==> config.mk <==
export PLATFORM = sky130hd
export DESIGN_NAME = crc32_generate_and_check_unit
export DESIGN_NICKNAME = d
export VERILOG_FILES = /design/src/crc32gc_pkg.sv /design/src/crc32gc_step.sv /design/src/crc32gc_out_reg.sv /design/src/crc32_generate_and_check_unit.sv
export SDC_FILE = /design/constraint.sdc
export NUM_CORES = 1
export LEC_CHECK = 0
export ABC_AREA = 0
export CAP_MARGIN = 20
export CORE_MARGIN = 5
export CORE_UTILIZATION = 35
export CTS_CLUSTER_DIAMETER = 60
export DETAILED_ROUTE_END_ITERATION = 10
export DONT_BUFFER_PORTS = 1
export PLACE_DENSITY_LB_ADDON = 0.05
export REMOVE_ABC_BUFFERS = 1
export SYNTH_ARGS = -nofsm -noshare
export SYNTH_HDL_FRONTEND = slang
export SYNTH_SLANG_ARGS = --single-unit
==> constraint.sdc <==
create_clock -name i_clk -period 5.2 [get_ports i_clk]
set_input_delay 1.04 -clock i_clk [delete_from_list [all_inputs] [get_ports i_clk]]
set_output_delay 1.04 -clock i_clk [all_outputs]
set_load 0.02 [all_outputs]
==> src/crc32gc_pkg.sv <==
// Package for the CRC-32 generate and check unit.
// Holds the transaction types and the polynomial constants; depends on nothing.
`default_nettype none

package crc32gc_pkg;

    localparam int unsigned CRC_WIDTH = 32;
    localparam int unsigned DATA_WIDTH = 8;
    localparam logic [CRC_WIDTH-1:0] CRC_POLY = 32'h04C1_1DB7;

    typedef struct packed {
        logic [DATA_WIDTH-1:0] data_byte;
        logic                  last_byte;
        logic [CRC_WIDTH-1:0]  expected_crc;
    } t_in_item;

    typedef struct packed {
        logic [CRC_WIDTH-1:0] crc_value;
        logic                 crc_ok;
    } t_out_item;

endpackage

`default_nettype wire

==> src/crc32gc_step.sv <==
// Combinational remainder update for one message item, most significant bit first.
// Depends on crc32gc_pkg for the polynomial and widths.
`default_nettype none

module crc32gc_step #(
    parameter int unsigned BITS_PER_ITEM = 8
) (
    input  wire logic [crc32gc_pkg::CRC_WIDTH-1:0]  i_remainder,
    input  wire logic [crc32gc_pkg::DATA_WIDTH-1:0] i_data,
    output logic      [crc32gc_pkg::CRC_WIDTH-1:0]  o_remainder
);

    // Bits above the data field are fed as zeros.
    logic [63:0] w_data;
    assign w_data = {{(64 - crc32gc_pkg::DATA_WIDTH){1'b0}}, i_data};

    always_comb begin
        logic [crc32gc_pkg::CRC_WIDTH-1:0] v_rem;
        logic                              v_top;
        v_rem = i_remainder;
        for (int i = BITS_PER_ITEM - 1; i >= 0; i--) begin
            v_top = v_rem[crc32gc_pkg::CRC_WIDTH-1] ^ w_data[i];
            v_rem = {v_rem[crc32gc_pkg::CRC_WIDTH-2:0], 1'b0};
            if (v_top) begin
                v_rem = v_rem ^ crc32gc_pkg::CRC_POLY;
            end
        end
        o_remainder = v_rem;
    end

endmodule

`default_nettype wire

==> src/crc32gc_out_reg.sv <==
// Result register with valid and stall toward the downstream receiver.
// Depends on crc32gc_pkg for the result transaction type.
`default_nettype none

module crc32gc_out_reg (
    input  wire logic                   i_clk,
    input  wire logic                   i_rst_n,
    input  wire logic                   i_load,
    input  wire crc32gc_pkg::t_out_item i_data,
    output logic                        o_free,
    output logic                        o_valid,
    input  wire logic                   i_stall,
    output crc32gc_pkg::t_out_item      o_data
);

    logic                   r_valid;
    logic                   n_valid;
    crc32gc_pkg::t_out_item r_data;

    // The register can take a new result when empty or when its content leaves now.
    assign o_free = !r_valid || !i_stall;

    always_comb begin
        n_valid = r_valid;
        if (i_load) begin
            n_valid = 1'b1;
        end else if (!i_stall) begin
            n_valid = 1'b0;
        end
    end

    always_ff @(posedge i_clk) begin
        if (!i_rst_n) begin
            r_valid <= 1'b0;
        end else begin
            r_valid <= n_valid;
        end
    end

    always_ff @(posedge i_clk) begin
        if (i_load) begin
            r_data <= i_data;
        end
    end

    assign o_valid = r_valid;
    assign o_data  = r_data;

endmodule

`default_nettype wire

==> src/crc32_generate_and_check_unit.sv <==
// Top level of the CRC-32 generate and check unit.
// Depends on crc32gc_pkg, crc32gc_step and crc32gc_out_reg.
//
// Message bytes arrive on the input channel (i_in_valid, o_in_stall, i_in_data), one
// byte per transaction, most significant bit first. The running remainder starts at
// zero and follows the CRC-32 polynomial 0x04C11DB7 without reflection. The byte
// flagged by last_byte closes the message: one result transaction leaves on the output
// channel (o_out_valid, i_out_stall, o_out_data) carrying the inverted remainder, and
// in check mode a pass flag that is set when the remainder equals the inverted
// expected checksum. The remainder then returns to zero for the next message.
// Other bytes produce no result.
// The check_mode register is written through the configuration channel (i_cfg_valid,
// o_cfg_ready, i_cfg_data); it is always ready and should be written while idle.
// An accepted byte lands in an input register; the clock edge on which it moves on updates
// the remainder and, for a last byte, loads the result register, so a result passes through
// the input and result registers. One byte is taken every cycle while o_in_stall is low;
// the rate is set by the single XOR network between the input and result registers.
// When the receiver stalls while a result waits, the bytes of the next message still
// flow; only a further last byte holds in the input register, and then o_in_stall
// rises. Reset clears the remainder, check_mode and all valid flags.
`default_nettype none

module crc32_generate_and_check_unit #(
    parameter int unsigned BITS_PER_ITEM = 8
) (
    input  wire logic                   i_clk,
    input  wire logic                   i_rst_n,
    input  wire logic                   i_in_valid,
    output logic                        o_in_stall,
    input  wire crc32gc_pkg::t_in_item  i_in_data,
    output logic                        o_out_valid,
    input  wire logic                   i_out_stall,
    output crc32gc_pkg::t_out_item      o_out_data,
    input  wire logic                   i_cfg_valid,
    output logic                        o_cfg_ready,
    input  wire logic                   i_cfg_data
);

    logic                              r_check_mode;
    logic                              r_in_valid;
    logic                              n_in_valid;
    crc32gc_pkg::t_in_item             r_in;
    logic [crc32gc_pkg::CRC_WIDTH-1:0] r_rem;
    logic [crc32gc_pkg::CRC_WIDTH-1:0] n_rem;
    logic [crc32gc_pkg::CRC_WIDTH-1:0] w_rem_step;
    logic                              w_out_free;
    logic                              w_advance;
    logic                              w_accept;
    logic                              w_emit;
    crc32gc_pkg::t_out_item            w_result;

    // Configuration: a single register, always ready.
    assign o_cfg_ready = 1'b1;

    always_ff @(posedge i_clk) begin
        if (!i_rst_n) begin
            r_check_mode <= 1'b0;
        end else if (i_cfg_valid && o_cfg_ready) begin
            r_check_mode <= i_cfg_data;
        end
    end

    // The held byte moves on unless it closes a message and the result register is full.
    assign w_advance  = r_in_valid && (!r_in.last_byte || w_out_free);
    assign o_in_stall = r_in_valid && !w_advance;
    assign w_accept   = i_in_valid && !o_in_stall;
    assign w_emit     = w_advance && r_in.last_byte;

    always_comb begin
        n_in_valid = r_in_valid;
        if (w_accept) begin
            n_in_valid = 1'b1;
        end else if (w_advance) begin
            n_in_valid = 1'b0;
        end
    end

    always_ff @(posedge i_clk) begin
        if (!i_rst_n) begin
            r_in_valid <= 1'b0;
        end else begin
            r_in_valid <= n_in_valid;
        end
    end

    always_ff @(posedge i_clk) begin
        if (w_accept) begin
            r_in <= i_in_data;
        end
    end

    crc32gc_step #(
        .BITS_PER_ITEM (BITS_PER_ITEM)
    ) u_step (
        .i_remainder (r_rem),
        .i_data      (r_in.data_byte),
        .o_remainder (w_rem_step)
    );

    // The remainder clears once a message's result has been formed.
    always_comb begin
        n_rem = r_rem;
        if (w_advance) begin
            n_rem = r_in.last_byte ? '0 : w_rem_step;
        end
    end

    always_ff @(posedge i_clk) begin
        if (!i_rst_n) begin
            r_rem <= '0;
        end else begin
            r_rem <= n_rem;
        end
    end

    assign w_result.crc_value = ~w_rem_step;
    assign w_result.crc_ok    = r_check_mode && (w_rem_step == ~r_in.expected_crc);

    crc32gc_out_reg u_out_reg (
        .i_clk   (i_clk),
        .i_rst_n (i_rst_n),
        .i_load  (w_emit),
        .i_data  (w_result),
        .o_free  (w_out_free),
        .o_valid (o_out_valid),
        .i_stall (i_out_stall),
        .o_data  (o_out_data)
    );

`ifndef NO_ASSERTIONS
    a_rem_clears: assert property (@(posedge i_clk) disable iff (!i_rst_n)
        w_emit |=> r_rem == '0)
        else $error("remainder not cleared after a message closed");

    a_held_byte_kept: assert property (@(posedge i_clk) disable iff (!i_rst_n)
        r_in_valid && !w_advance |=> r_in_valid && $stable(r_in))
        else $error("held input byte lost or overwritten");

    a_out_from_last: assert property (@(posedge i_clk) disable iff (!i_rst_n)
        $rose(o_out_valid) |-> $past(w_emit))
        else $error("result appeared without a closing byte");

    a_ok_needs_check: assert property (@(posedge i_clk) disable iff (!i_rst_n)
        o_out_valid && o_out_data.crc_ok |-> r_check_mode)
        else $error("pass flag set outside check mode");
`endif

endmodule

`default_nettype wire
Word level (Yosys, flattened, before mapping)
Index checks and enable logic that the tools add are counted.
{"block": "op_classes", "n_eq_ne": 2, "n_mux": 13, "bitwise": 18, "n_reduce_logical": 13}
{"operator": "two-way mux 27 bit", "count": 8}
{"operator": "inverter 14 bit", "count": 8}
{"operator": "inverter 32 bit", "count": 2}
{"operator": "equality test 32 bit", "count": 1}
{"operator": "two-way mux 32 bit", "count": 1}
{"operator": "bitwise XOR 1 bit", "count": 8}
{"operator": "logical AND 1 bit", "count": 5}
{"operator": "zero test 1 bit", "count": 5}
{"operator": "two-way mux 1 bit", "count": 4}
{"operator": "logical OR 1 bit", "count": 2}
{"operator": "!= test 2 x 1 -> 1 bit, second input constant", "count": 1}
{"operator": "nonzero test 2 bit", "count": 1}
{"block": "totals", "regBits": 109, "inputBits": 47, "word_cells": 55}

Longest topological paths before layout
{"block": "logic_depth", "ltp_word": 18, "ltp_mapped": 7}

Hierarchy
A second synthesis with hierarchy kept.
{"block": "unflattened", "cells_unflattened": 336, "hier_area_um2": 4959.8}
{"mod": "crc32_generate_and_check_unit", "n_inst": 1, "cells_each": 236, "area_per_inst_um2": 2944.1}
{"mod": "crc32gc_out_reg", "n_inst": 1, "cells_each": 37, "area_per_inst_um2": 1026.0}
{"mod": "crc32gc_step", "n_inst": 1, "cells_each": 63, "area_per_inst_um2": 989.7}

Least setup slack after synthesis
No wires, ideal clock.
{"block": "synth_path", "path_kind": "input to register", "from": "input i_out_stall", "to": "register r_in[0] in the netlist's numbering, enable pin", "setup_time_ns": 0.444, "arrival_ns": 3.133, "t_required_ns": 4.756, "setup_slack_ns": 1.623, "cell_stages": 3, "path_cell_list": "nand3_1 nor2_1 nor2b_1"}
{"block": "synth_between", "elab_chain_len": 8}
{"element": "from (decl)", "line_no": "crc32_generate_and_check_unit.sv:32", "rtl": "input wire logic i_out_stall,"}
{"element": "zero test 1 bit", "line_no": "crc32gc_out_reg.sv:21", "rtl": "assign o_free = !r_valid || !i_stall;"}
{"element": "logical OR 1 bit", "line_no": "crc32gc_out_reg.sv:21"}
{"element": "logical OR 1 bit", "line_no": "crc32_generate_and_check_unit.sv:64", "rtl": "assign w_advance = r_in_valid && (!r_in.last_byte || w_out_free);"}
{"element": "logical AND 1 bit", "line_no": "crc32_generate_and_check_unit.sv:64"}
{"element": "zero test 1 bit", "line_no": "crc32_generate_and_check_unit.sv:65", "rtl": "assign o_in_stall = r_in_valid && !w_advance;"}
{"element": "logical AND 1 bit", "line_no": "crc32_generate_and_check_unit.sv:65"}
{"element": "net o_in_stall", "line_no": "crc32_generate_and_check_unit.sv:29", "rtl": "output logic o_in_stall,"}
{"element": "zero test 1 bit", "line_no": "crc32_generate_and_check_unit.sv:66", "rtl": "assign w_accept = i_in_valid && !o_in_stall;"}
{"element": "logical AND 1 bit", "line_no": "crc32_generate_and_check_unit.sv:66"}
{"element": "to (signal assigned)", "line_no": "crc32_generate_and_check_unit.sv:88", "rtl": "r_in <= i_in_data;"}
{"element": "to (decl)", "line_no": "crc32_generate_and_check_unit.sv:42", "rtl": "crc32gc_pkg::t_in_item r_in;"}
The timed path passes the listed nets, and every way through them passes these cells.
A chain may end at the register's enable or synchronous reset.

==> impl_results.md <==
* Initial Utilization at 35.3%
* Setup repair bufs after CTS at 0
* DP Area at 5570 um^2
* Setup Crit Path Kind: reg -> reg
* Outcome: finished, final reports clean
* Chip Height at 133 um
* Multi-input combinational cell area at 2350 um^2
* Root buf cell: clkbuf_16
* Drt total wl at 12.5 mm
* CP Launch Type: register
* Internal cell power at 0.00168 W
* Boundary Pins at 83
* Combinational share of power at 27.5%
* Wire length on met2 at 5.79 mm
* TritonCTS buffer count at 9
* Total global routing overflow at 0
* Net Switching at 0.000705 W
* Crit Path Max Fanout at 6
* Area delta synth->final at 9.58%
* CP Cell Sequence: xnor2_2, xnor3_2, xor3_1, or4_1, or4_1, nor4_2
* Nets at 413
* CP most frequent cell: or4_1
* Drt wl/cell at 22.4 um
* Fmax at 0.309 GHz
* Final Hold Viols at 0
* Final cell area excluding filler cells at 5840 um^2
* WL met3 at 688 um
* Main area contributors after synthesis: edfxtp_1 (42%), dfxtp_1 (13%), xnor3_1 (11%)
* Antenna fix cells at 0
* Iter 0 DRT Violations at 168
* Buf/Inv on CP at 0
* Power density over the cells at 409 nW/um^2
* Post-synth top flop: edfxtp_1
* Initial antenna violation count at 0
* Die X-Extent at 133 um
* Register share of total power at 45.9%
* Power after layout at 0.00239 W
* Yosys top cell area share at 41.7%
* Cell taking the most area after synthesis: edfxtp_1
* Vias per cell at 4.83
* Gate count after technology mapping at 361
* MaxCap Viol Count at 0
* Sw Ratio at 29.5%
* Worst-margin pin slew at 0.892 ns
* CTS max path bufs at 2
* PortBufs at 0
* H-tree lvl count at 3
* Register bit count reported by yosys at 109
* EDFF count, synth at 74
* Commonest non-fill, non-tap cell in the layout: edfxtp_1
* Mapped cell area at 5330 um^2
* Clock sink count at 109
* CTS tree: done
* Routed Antenna Nets at 0
* Later-pin clock latency in the skew report at 0.36 ns
* Cell variety after synth at 40
* Rows at 45
* Yosys synthesis warning count at 0
* Gr usage total at 14.7%
* DRC viols at 0
* CP required at 5.39 ns
* Resized cells post-CTS at 0
* Vias in the first global route at 2,905
* Syn_area_per_cell at 14.8 um^2
* Routed vias at 2,698
* Pin count of the biggest net entering global routing at 36
* DPL Wire Length at 8.84 mm
* Core area at 15,100 um^2
* Setup TNS Final at 0 ns
* RSZ-0062 raised after global routing: no
* Clk pin slew, worst setup/hold paths at 0.07 ns
* Critical path's slowest cell: xnor3_2
* Global-route wire length before repair at 19.0 mm
* Die area at 17,800 um^2
* Leak at 2.22 nW
* DR pass1 iterations at 4
* Hold Path Class: reg -> reg
* Final Cycle Share at 62.3%
* Highest routed layer: met4
* Worst Path Arrival at 3.43 ns
* Post-cts hold buffer count at 0
* Layout cells sized above 1 at 9.16%
* Max-slew headroom at 40.1%
* Post-Route M1 WL at 5.90 mm
* Clk pwr share at 26.6%
* Final setup fails at 0
* Final estimated routing congestion in global placement at 0.797
* Most frequent cells in the layout: edfxtp_1 (74), xnor2_1 (44), dfxtp_1 (35)
* Clock skew at 0.00874 ns
* Crit end category: register
* Layout fillers at 1,424
* Min Tclk post-route at 3.24 ns
* Worst vdd ir at 0.234 mV
* Asr flop ratio synth at 0%
* Worst path max stage delay at 0.59 ns
* Seq. cell area at 2920 um^2
* Fin. max-slew vios at 0
* Cell family with most CP delay: XOR/XNOR gates
* Seq/Total Area, Yosys at 54.8%
path summary, 6_finish.rpt:
path                            slack, ns  cells past startpoint                            end              startpoint
worst max register to register       1.96                      6  u_out_reg.o_data[0]$_DFFE_PP_      r_in[37]$_DFFE_PP_
worst min-delay path                 0.52                      2         r_rem[16]$_SDFFE_PN0P_  r_rem[16]$_SDFFE_PN0P_
worst min register to register       0.52                      2         r_rem[16]$_SDFFE_PN0P_  r_rem[16]$_SDFFE_PN0P_
worst max-delay path                 1.96                      6  u_out_reg.o_data[0]$_DFFE_PP_      r_in[37]$_DFFE_PP_
final cells by class:
type                       count  share of cell area (%)
clock buffer                  10                    3.92
clock inverter                 6                   0.686
inverter                       6                   0.386
multi-input combinational    235                    40.3
sequential                   109                    50.1
tap                          188                    4.03
timing repair buffer           5                   0.643
layer usage:
layer  GRT usage, %  vias to the layer above
li1               -                     1287
met1           20.2                     1326
met2           22.6                       77
met3           4.53                        8
met4           4.11                        0
met5              0                        -
worst min-delay path, stage by stage, from the launching register on:
cell and delay (ns):
dfxtp_1 0.34, a2bb2oi_1 0.07, nor2b_1 0.09
Yosys cell counts (2+ instances only):
library cell,number
dfxtp_1,35
o21a_1,11
and2_1,10
xor3_1,3
inv_1,6
and3_1,4
or4_1,4
nand3_1,2
edfxtp_1,74
a2bb2oi_1,19
xor2_1,31
nor2_1,15
a22oi_1,2
xnor3_1,25
a21oi_1,3
mux2i_1,2
xnor2_2,5
nor2b_1,25
xnor2_4,4
o21ai_0,2
nand2_1,5
nor3_1,5
xnor2_1,44
clkbuf_1,9
stage by stage:
| step | hold slack [ns] | setup WS (ns) | std cells | util [%] |
|---|---|---|---|---|
| finish | 0.524 | 1.96 | 559 | 38.7 |
| global route | 0.573 | 1.71 | 559 | 38.7 |
| CTS | 0.529 | 1.89 | 559 | 38.7 |
| detailed placement | 0.514 | 1.91 | 543 | 36.9 |
| global placement | 0.509 | 1.82 | 543 | 36.9 |
| floorplan | 0.482 | 1.62 | 350 | - |
kinds of logic (layout without fill, tap and decap cells):
group                     Yosys count  after routing  synth area share (%)
AOI/OAI and AO/OA                  42             42                  6.18
xor gates and xnor gates          115            115                  29.3
buffers and inverters              17             27                  1.29
DFF                               109            109                  54.8
muxes                               2              2                 0.376
other                               1              1                0.0704
and+or+nand+nor                    75             75                  7.96
power groups by stage:
stage	logic, W	registers (W)	clock network (W)
floorplan	0.000518	0.00110	0
global placement	0.000670	0.00112	0
detailed placement	0.000662	0.00112	0
CTS	0.000668	0.00110	0.000658
global route	0.000715	0.00110	0.000698
finish	0.000656	0.00110	0.000636
flip-flops by register name, indices dropped and copies added (netlist names):
name	cells
r_in	41
u_out_reg.o_valid	1
u_out_reg.o_data	33
r_check_mode	1
r_in_valid	1
r_rem	32
Power figures use the tool's default switching activity.
